<file path="config.mk">
export PLATFORM = sky130hd
export DESIGN_NAME = led_pixel_pulse_encoder_flat
export DESIGN_NICKNAME = d
export VERILOG_FILES = /design/src/hdl/lppe_pkg.sv /design/src/hdl/lppe_pixel_if.sv /design/src/hdl/lppe_pulse_if.sv /design/src/hdl/led_pixel_pulse_encoder.sv /design/src/hdl/lppe_regs.sv /design/src/hdl/lppe_scale.sv /design/src/hdl/lppe_cell.sv /design/src/flat_wrapper.sv
export SDC_FILE = /design/constraint.sdc
export NUM_CORES = 1
export LEC_CHECK = 0
export BUFFER_PORTS_ARGS = -buffer_cell sky130_fd_sc_hd__buf_2
export CAP_MARGIN = 20
export CORE_MARGIN = 8
export CORE_UTILIZATION = 50
export DETAILED_ROUTE_END_ITERATION = 10
export GPL_ROUTABILITY_DRIVEN = 0
export PLACE_DENSITY = 0.67
export SKIP_CTS_REPAIR_TIMING = 1
export SLEW_MARGIN = 30
export SYNTH_ARGS = -nofsm -noshare
export SYNTH_HDL_FRONTEND = slang
export SYNTH_SLANG_ARGS = --single-unit
</file>
<file path="constraint.sdc">
create_clock -name clk -period 5.36 [get_ports clk]
set_input_delay 0.268 -clock clk [delete_from_list [all_inputs] [get_ports clk]]
set_output_delay 0.268 -clock clk [all_outputs]
set_load 0.005 [all_outputs]
</file>
<file path="src/hdl/lppe_pkg.sv">
// ----------------------------------------------------------------------------
// lppe_pkg
// Shared types, widths, register map and reset values of the pixel encoder.
// ----------------------------------------------------------------------------
`default_nettype none

package lppe_pkg;

  localparam int BITS_PER_PIXEL = 24;   // pulse pairs per pixel, 24..32
  localparam int COLOR_BITS     = 24;   // G,R,B bytes
  localparam int CHAN_W         = 8;
  localparam int TICK_W         = 15;
  localparam int ADDR_W         = 5;
  localparam int DATA_W         = 32;
  localparam int REG_IDX_W      = 3;

  // register indexes, byte address is 4*index
  localparam logic [REG_IDX_W-1:0] REG_BRIGHTNESS = 3'd0;
  localparam logic [REG_IDX_W-1:0] REG_ZERO_HIGH  = 3'd1;
  localparam logic [REG_IDX_W-1:0] REG_ZERO_LOW   = 3'd2;
  localparam logic [REG_IDX_W-1:0] REG_ONE_HIGH   = 3'd3;
  localparam logic [REG_IDX_W-1:0] REG_ONE_LOW    = 3'd4;
  localparam logic [REG_IDX_W-1:0] REG_LATCH      = 3'd5;

  localparam logic [CHAN_W-1:0] RST_BRIGHTNESS = 8'd25;
  localparam logic [TICK_W-1:0] RST_ZERO_HIGH  = 15'd7;
  localparam logic [TICK_W-1:0] RST_ZERO_LOW   = 15'd18;
  localparam logic [TICK_W-1:0] RST_ONE_HIGH   = 15'd18;
  localparam logic [TICK_W-1:0] RST_ONE_LOW    = 15'd7;
  localparam logic [TICK_W-1:0] RST_LATCH      = 15'd1000;

  typedef struct packed {
    logic [CHAN_W-1:0] brightness;
    logic [TICK_W-1:0] zero_high;
    logic [TICK_W-1:0] zero_low;
    logic [TICK_W-1:0] one_high;
    logic [TICK_W-1:0] one_low;
    logic [TICK_W-1:0] latch;
  } cfg_t;

  // scaled pixel waiting to be loaded into the chain
  typedef struct packed {
    logic                  valid;
    logic [COLOR_BITS-1:0] word;
    logic                  last;
  } scaled_t;

  // contents of one chain cell
  typedef struct packed {
    logic valid;
    logic data;
    logic run_end;
    logic latch;
  } cell_t;

endpackage

`default_nettype wire

</file>
<file path="src/hdl/lppe_pixel_if.sv">
// ----------------------------------------------------------------------------
// lppe_pixel_if
// Pixel channel: valid/ready plus red, green, blue and last-pixel flag.
// ----------------------------------------------------------------------------
`default_nettype none

interface lppe_pixel_if;
  logic                        valid;
  logic                        ready;
  logic [lppe_pkg::CHAN_W-1:0] red;
  logic [lppe_pkg::CHAN_W-1:0] green;
  logic [lppe_pkg::CHAN_W-1:0] blue;
  logic                        last_pixel;

  modport source (output valid, red, green, blue, last_pixel, input ready);
  modport sink   (input valid, red, green, blue, last_pixel, output ready);
endinterface

`default_nettype wire

</file>
<file path="src/hdl/lppe_pulse_if.sv">
// ----------------------------------------------------------------------------
// lppe_pulse_if
// Pulse pair channel: valid/ready plus tick counts, bit and run end flag.
// ----------------------------------------------------------------------------
`default_nettype none

interface lppe_pulse_if;
  logic                        valid;
  logic                        ready;
  logic [lppe_pkg::TICK_W-1:0] high_ticks;
  logic [lppe_pkg::TICK_W-1:0] low_ticks;
  logic                        bit_value;
  logic                        run_end;

  modport source (output valid, high_ticks, low_ticks, bit_value, run_end, input ready);
  modport sink   (input valid, high_ticks, low_ticks, bit_value, run_end, output ready);
endinterface

`default_nettype wire

</file>
<file path="src/hdl/led_pixel_pulse_encoder.sv">
// ----------------------------------------------------------------------------
// led_pixel_pulse_encoder
// Scales an RGB pixel by brightness and emits its LED line pulse pairs.
// ----------------------------------------------------------------------------
// A pixel transaction is scaled ((c*brightness)>>8 per channel) into a
// register, then loaded in parallel into a chain of BITS_PER_PIXEL cells, one
// per pulse pair, G,R,B order, MSB first. The head cell is the output
// register; each accepted pulse transaction shifts the chain one cell toward
// the head. One pulse pair leaves per cycle while the pulse side is ready,
// and a pixel occupies the chain for BITS_PER_PIXEL pulse pairs with no gap
// between runs: the next pixel loads as the last pulse of the current one
// is taken, and a further pixel waits in the scale register meanwhile.
// Into an idle block, the first pulse of a pixel is offered once its
// transaction has passed the scale register and then the chain load. Tick
// counts come from the configuration registers; the final pulse of a pixel
// flagged last carries latch_ticks as its low time. Registers sit at byte
// address 4*index and must only be written while the block is idle.
// ----------------------------------------------------------------------------
`default_nettype none

module led_pixel_pulse_encoder (
  input  wire logic                        clk,
  input  wire logic                        rst,
  lppe_pixel_if.sink                       pix,
  lppe_pulse_if.source                     pulse,
  input  wire logic                        psel,
  input  wire logic                        penable,
  input  wire logic                        pwrite,
  input  wire logic [lppe_pkg::ADDR_W-1:0] paddr,
  input  wire logic [lppe_pkg::DATA_W-1:0] pwdata,
  output logic      [lppe_pkg::DATA_W-1:0] prdata,
  output logic                             pready
);
  import lppe_pkg::*;

  localparam int N = BITS_PER_PIXEL;

  cfg_t    cfg;
  scaled_t sc;
  cell_t   chain [N];
  cell_t   head;
  logic    shift;
  logic    load;

  lppe_regs u_regs (
    .clk     (clk),
    .rst     (rst),
    .psel    (psel),
    .penable (penable),
    .pwrite  (pwrite),
    .paddr   (paddr),
    .pwdata  (pwdata),
    .prdata  (prdata),
    .pready  (pready),
    .cfg     (cfg)
  );

  lppe_scale u_scale (
    .clk        (clk),
    .rst        (rst),
    .brightness (cfg.brightness),
    .pix        (pix),
    .take       (load),
    .sc         (sc)
  );

  assign head  = chain[0];
  assign shift = pulse.valid & pulse.ready;
  // load into an empty chain, or as its only remaining pulse leaves
  assign load  = sc.valid & (~head.valid | (shift & ~chain[1].valid));

  genvar i;
  generate
    for (i = 0; i < N; i++) begin : g_cell
      cell_t load_d;
      cell_t next_d;

      assign load_d.valid   = 1'b1;
      assign load_d.run_end = (i == N - 1);
      assign load_d.latch   = (i == N - 1) & sc.last;
      if (i < COLOR_BITS) begin : g_data
        assign load_d.data = sc.word[COLOR_BITS-1-i];
      end else begin : g_pad
        // pulses past the blue byte send zero bits
        assign load_d.data = 1'b0;
      end

      if (i == N - 1) begin : g_tail
        assign next_d = '0;
      end else begin : g_link
        assign next_d = chain[i+1];
      end

      lppe_cell u_cell (
        .clk    (clk),
        .rst    (rst),
        .load   (load),
        .shift  (shift),
        .load_d (load_d),
        .next_d (next_d),
        .q      (chain[i])
      );
    end
  endgenerate

  // payload from the head cell; the user must keep config static while pulses are in flight (not enforced here)
  assign pulse.valid      = head.valid;
  assign pulse.bit_value  = head.data;
  assign pulse.run_end    = head.run_end;
  assign pulse.high_ticks = head.data ? cfg.one_high : cfg.zero_high;
  assign pulse.low_ticks  = head.latch ? cfg.latch :
                            (head.data ? cfg.one_low : cfg.zero_low);

  // valid cells stay packed at the head of the chain
  a_packed: assert property (@(posedge clk) disable iff (rst)
    !chain[0].valid |-> !chain[1].valid)
    else $error("chain has a hole at the head");

  // a run end pulse is the last valid cell
  a_end_alone: assert property (@(posedge clk) disable iff (rst)
    (chain[0].valid && chain[0].run_end) |-> !chain[1].valid)
    else $error("run end pulse with pulses behind it");

  // a load fills the whole chain, tail included
  a_load_full: assert property (@(posedge clk) disable iff (rst)
    load |=> (chain[N-1].valid && chain[N-1].run_end && chain[0].valid))
    else $error("load did not fill the chain");

  // the latch time only rides on a run end pulse
  a_latch_end: assert property (@(posedge clk) disable iff (rst)
    (chain[0].valid && chain[0].latch) |-> chain[0].run_end)
    else $error("latch time on a pulse other than the run end");

endmodule

`default_nettype wire

</file>
<file path="src/hdl/lppe_regs.sv">
// ----------------------------------------------------------------------------
// lppe_regs
// APB-style configuration registers, write and read back.
// ----------------------------------------------------------------------------
`default_nettype none

module lppe_regs (
  input  wire logic                        clk,
  input  wire logic                        rst,
  input  wire logic                        psel,
  input  wire logic                        penable,
  input  wire logic                        pwrite,
  input  wire logic [lppe_pkg::ADDR_W-1:0] paddr,
  input  wire logic [lppe_pkg::DATA_W-1:0] pwdata,
  output logic      [lppe_pkg::DATA_W-1:0] prdata,
  output logic                             pready,
  output lppe_pkg::cfg_t                   cfg
);
  import lppe_pkg::*;

  logic                 wr_en;
  logic [REG_IDX_W-1:0] idx;

  assign pready = 1'b1;
  assign wr_en  = psel & penable & pwrite;
  assign idx    = paddr[ADDR_W-1:2];

  always_ff @(posedge clk) begin
    if (rst) begin
      cfg.brightness <= RST_BRIGHTNESS;
      cfg.zero_high  <= RST_ZERO_HIGH;
      cfg.zero_low   <= RST_ZERO_LOW;
      cfg.one_high   <= RST_ONE_HIGH;
      cfg.one_low    <= RST_ONE_LOW;
      cfg.latch      <= RST_LATCH;
    end else if (wr_en) begin
      case (idx)
        REG_BRIGHTNESS: cfg.brightness <= pwdata[CHAN_W-1:0];
        REG_ZERO_HIGH:  cfg.zero_high  <= pwdata[TICK_W-1:0];
        REG_ZERO_LOW:   cfg.zero_low   <= pwdata[TICK_W-1:0];
        REG_ONE_HIGH:   cfg.one_high   <= pwdata[TICK_W-1:0];
        REG_ONE_LOW:    cfg.one_low    <= pwdata[TICK_W-1:0];
        REG_LATCH:      cfg.latch      <= pwdata[TICK_W-1:0];
        default: ;
      endcase
    end
  end

  always_comb begin
    case (idx)
      REG_BRIGHTNESS: prdata = DATA_W'(cfg.brightness);
      REG_ZERO_HIGH:  prdata = DATA_W'(cfg.zero_high);
      REG_ZERO_LOW:   prdata = DATA_W'(cfg.zero_low);
      REG_ONE_HIGH:   prdata = DATA_W'(cfg.one_high);
      REG_ONE_LOW:    prdata = DATA_W'(cfg.one_low);
      REG_LATCH:      prdata = DATA_W'(cfg.latch);
      default:        prdata = '0;
    endcase
  end

endmodule

`default_nettype wire

</file>
<file path="src/hdl/lppe_scale.sv">
// ----------------------------------------------------------------------------
// lppe_scale
// Brightness scaling stage: three 8x8 products, registered as a G,R,B word.
// ----------------------------------------------------------------------------
`default_nettype none

module lppe_scale (
  input  wire logic                        clk,
  input  wire logic                        rst,
  input  wire logic [lppe_pkg::CHAN_W-1:0] brightness,
  lppe_pixel_if.sink                       pix,
  input  wire logic                        take,
  output lppe_pkg::scaled_t                sc
);
  import lppe_pkg::*;

  localparam int PROD_W = 2 * CHAN_W;

  logic [PROD_W-1:0] prod_r;
  logic [PROD_W-1:0] prod_g;
  logic [PROD_W-1:0] prod_b;
  logic              acc;

  assign prod_r    = PROD_W'(pix.red)   * PROD_W'(brightness);
  assign prod_g    = PROD_W'(pix.green) * PROD_W'(brightness);
  assign prod_b    = PROD_W'(pix.blue)  * PROD_W'(brightness);
  assign pix.ready = ~sc.valid | take;
  assign acc       = pix.valid & pix.ready;

  always_ff @(posedge clk) begin
    if (rst) begin
      sc.valid <= 1'b0;
    end else if (acc) begin
      sc.valid <= 1'b1;
    end else if (take) begin
      sc.valid <= 1'b0;
    end
    if (acc) begin
      // (c*b)>>8 keeps the upper byte of each product
      sc.word <= {prod_g[PROD_W-1:CHAN_W], prod_r[PROD_W-1:CHAN_W],
                  prod_b[PROD_W-1:CHAN_W]};
      sc.last <= pix.last_pixel;
    end
  end

endmodule

`default_nettype wire

</file>
<file path="src/hdl/lppe_cell.sv">
// ----------------------------------------------------------------------------
// lppe_cell
// One cell of the pulse chain: parallel load, otherwise shift toward head.
// ----------------------------------------------------------------------------
`default_nettype none

module lppe_cell (
  input  wire logic          clk,
  input  wire logic          rst,
  input  wire logic          load,
  input  wire logic          shift,
  input  wire lppe_pkg::cell_t load_d,
  input  wire lppe_pkg::cell_t next_d,
  output lppe_pkg::cell_t    q
);
  import lppe_pkg::*;

  always_ff @(posedge clk) begin
    if (rst) begin
      q <= '0;
    end else if (load) begin
      q <= load_d;
    end else if (shift) begin
      q <= next_d;
    end
  end

endmodule

`default_nettype wire

</file>
<file path="src/flat_wrapper.sv">
// flat-port wrapper written by rule: the top's interface ports become plain ports
module led_pixel_pulse_encoder_flat import lppe_pkg::*;
  (clk, rst, psel, penable, pwrite, paddr, pwdata, prdata, pready, pix_valid, pix_red, pix_green, pix_blue, pix_last_pixel, pix_ready, pulse_valid, pulse_high_ticks, pulse_low_ticks, pulse_bit_value, pulse_run_end, pulse_ready);
  lppe_pixel_if pix_i ();
  lppe_pulse_if pulse_i ();
  input  wire logic clk;
  input  wire logic rst;
  input  wire logic psel;
  input  wire logic penable;
  input  wire logic pwrite;
  input  wire logic [lppe_pkg::ADDR_W-1:0] paddr;
  input  wire logic [lppe_pkg::DATA_W-1:0] pwdata;
  output logic      [lppe_pkg::DATA_W-1:0] prdata;
  output logic pready;
  input wire logic [$bits(pix_i.valid)-1:0] pix_valid;
  input wire logic [$bits(pix_i.red)-1:0] pix_red;
  input wire logic [$bits(pix_i.green)-1:0] pix_green;
  input wire logic [$bits(pix_i.blue)-1:0] pix_blue;
  input wire logic [$bits(pix_i.last_pixel)-1:0] pix_last_pixel;
  output wire logic [$bits(pix_i.ready)-1:0] pix_ready;
  output wire logic [$bits(pulse_i.valid)-1:0] pulse_valid;
  output wire logic [$bits(pulse_i.high_ticks)-1:0] pulse_high_ticks;
  output wire logic [$bits(pulse_i.low_ticks)-1:0] pulse_low_ticks;
  output wire logic [$bits(pulse_i.bit_value)-1:0] pulse_bit_value;
  output wire logic [$bits(pulse_i.run_end)-1:0] pulse_run_end;
  input wire logic [$bits(pulse_i.ready)-1:0] pulse_ready;
  assign pix_i.valid = pix_valid;
  assign pix_i.red = pix_red;
  assign pix_i.green = pix_green;
  assign pix_i.blue = pix_blue;
  assign pix_i.last_pixel = pix_last_pixel;
  assign pix_ready = pix_i.ready;
  assign pulse_valid = pulse_i.valid;
  assign pulse_high_ticks = pulse_i.high_ticks;
  assign pulse_low_ticks = pulse_i.low_ticks;
  assign pulse_bit_value = pulse_i.bit_value;
  assign pulse_run_end = pulse_i.run_end;
  assign pulse_i.ready = pulse_ready;
  led_pixel_pulse_encoder u_core (.clk(clk), .rst(rst), .pix(pix_i), .pulse(pulse_i), .psel(psel), .penable(penable), .pwrite(pwrite), .paddr(paddr), .pwdata(pwdata), .prdata(prdata), .pready(pready));
endmodule
</file>
==> impl_metrics.toml <==
[run_status]
status = "finished clean"

[logic_synthesis]
ys_async_sr_fraction = 0
synth_area_leader_cell = "dfxtp_1"
yosysWarnings = 0
synth_compound_area_frac = 0.115
synth.area.top_cells = "dfxtp_1 (25%), fa_1 (14%), nand2_1 (8.9%)"
synth_top_family_by_area = "adder cells"
synthMuxAreaShare = 0.0704
synth_simple_gate_area_frac = 0.205
ys_seq_area_frac = 0.298
synth_top_area_share = 0.247
synthDistinctLibCells = 64
ys_seq_elements = 204
synth_flop_cell = "dfxtp_1"
avgSynthCellArea_um2 = 8.71
synth_area_um2 = 14500
yosys.area_share.adder = 0.230
synthXorXnorAreaFrac = 0.0102
syn-instance-count = 1668
synth_edf_count = 25

[die]
ios = 136
die_h_um = 187
start_util = 0.506
die_w_um = 187
die_area_um2 = 34800
coreArea_um2 = 28700
placementRows = 62

[cts]
clk_pin_slew_ns = 0.06
clockBufferDepth = 3
cts_made_buffers = 22
cts_tree = "built"
cts_root_buf = "clkbuf_16"
worstSkewPairLatency_ns = 0.50
cts_num_sinks = 204
cts_max_level = 1

[placement]
dp_hpwl_mm = 23.6
pre_cts_ws_ns = 0.778
io_buffers = 98

[worst_hold_path]
hold_class = "primary input to register"
whs_path_depth = 3

[route]
wirelength_mm = 33.4
ant_nets = 0
drc = 0
vias_per_cell = 5.36
num_vias = 11323
post_drt_wl_per_cell_um = 15.8
drtIter0Drc = 833
drt_first_pass_iters = 6

[flow_run]
cap_violations = 0

[worst_setup_path]
path_class = "register to register"
cp-end-kind = "register"
cp-start-kind = "register"
required_ns = 5.58
ff2ff_setup_slack_ns = 0.72
crit_fanout = 18
cp.arrival_ns = 4.87
reg2regPathDepth = 13

[sta]
rsz0062_at_grt = "no"
max_freq_ghz = 0.215
finalSetupTns_ns = 0
tightestPinTransition_ns = 0.886
finalHoldViolCount = 0
max-slew-margin-rel = 0.407
finalCritPeriodShare = 0.866
finalSetupViolCount = 0
period_minus_slack_ns = 4.64
fin_skew_ns = 0.00837
maxSlewViolCount = 0
setup_slack_ns = 0.717

[power]
powerDensity_nw_per_um2 = 245
p_leak_uw = 0.00699
peakVddDrop_mv = 0.173

[global_route]
antenna_found_initial = 0
grt_max_degree = 73
first_global_vias = 11403
overflow = 0
grt.total_usage = 0.189
grt_pass1_wl_mm = 56.8

[cells_and_area]
layout_commonest_cell = "nand2_1"
nets = 1987
final_cell_mix = "nand2_1 (342), dfxtp_1 (177), and2_1 (154)"
nFillCells = 2711
diodes = 0
areaGrowthSynthToFinish_pct = 9.59
drive_above_1_share = 0.115
## cells by family after synthesis
| kind of cell | count (synthesis) |
|---|---|
| flip-flops | 204 |
| AO/OA/AOI/OAI | 266 |
| AND/OR/NAND/NOR | 636 |
| XOR/XNOR | 17 |
| adder cells (fa/ha/maj) | 204 |
| buffers and inverters | 242 |
| multiplexers | 97 |
| other | 2 |
## power breakdown
group          internal [uW]  total [uW]  leakage, uW  switching (uW)
clock network            832        1430     0.000342             600
registers               1640        1690      0.00170            42.6
logic                    318         789      0.00494             471
total                   2790        3910      0.00699            1110
## worst max-delay path: stages (launching register included)
cell and delay, ns:
dfxtp_1 0.76, nand2_1 0.16, fa_1 0.50, fa_1 0.49, inv_1 0.05, fa_1 0.47, inv_1 0.05, fa_1 0.47
inv_1 0.05, ha_1 0.28, a21oi_1 0.30, o21ai_0 0.25, a2111oi_0 0.47, a311oi_1 0.09
## layer usage
layer	wire length, um	vias up	GRT usage
li1	-	5584	-
met1	15800	5454	0.254
met2	15700	242	0.319
met3	1330	43	0.0216
met4	584	0	0.0470
met5	0	-	0
## layout make-up
cell class / count / area, um^2 / area share
sequential: 204 / 4340 / 0.272
timing repair buffer: 120 / 696 / 0.0437
inverter: 128 / 480 / 0.0302
clock inverter: 8 / 57.6 / 0.00361
clock buffer: 31 / 636 / 0.0399
tap: 384 / 480 / 0.0302
multi-input combinational: 1238 / 9240 / 0.580
## through the flow
stage                     utilization  instances  area, um^2  hold WS [ns]  total power, uW
final                           0.555       2113       15900        0.0501             3910
after global placement          0.529       2071       15200         0.436             2490
after global routing            0.555       2113       15900        0.0578             4130
after floorplan                     -       1684       14600         0.367             2300
after detailed placement        0.530       2073       15200         0.440             2510
after CTS                       0.554       2112       15900       -0.0641             3950
## final timing paths
path,from,endpoint
worst max-delay path,u_core.u_regs.cfg[81],u_core.u_scale.sc[14]
worst min-delay path,pwdata[13],u_core.u_regs.cfg[43]
worst min register to register,u_core.g_cell[18].u_cell.q[1],u_core.g_cell[17].u_cell.q[1]
worst max register to register,u_core.u_regs.cfg[81],u_core.u_scale.sc[14]
## synth_stat cells (4+ instances only)
library cell	number
nand3b_1	7
dfxtp_1	179
a31oi_1	26
o211ai_1	5
xor2_1	6
nor2_1	65
nand3_1	21
o21a_1	8
nand2b_1	4
a22oi_1	16
mux2i_1	64
nand2_1	344
a21o_1	8
inv_1	128
fa_1	105
nor3_1	11
a21oi_1	106
nor2b_1	5
edfxtp_1	25
mux2_2	32
nand4_1	5
o21ai_0	29
buf_2	16
a311oi_1	24
buf_6	4
ha_1	99
xnor2_1	11
buf_4	18
o22ai_1	15
and2_1	155
clkbuf_1	73
## registers in the layout, summed over array words and instances (netlist names)
signal / flops
u_core.u_regs.cfg: 83
u_core.g_cell.u_cell.q: 95
u_core.u_scale.sc: 26
No activity file was read; power rests on OpenSTA's default activity.
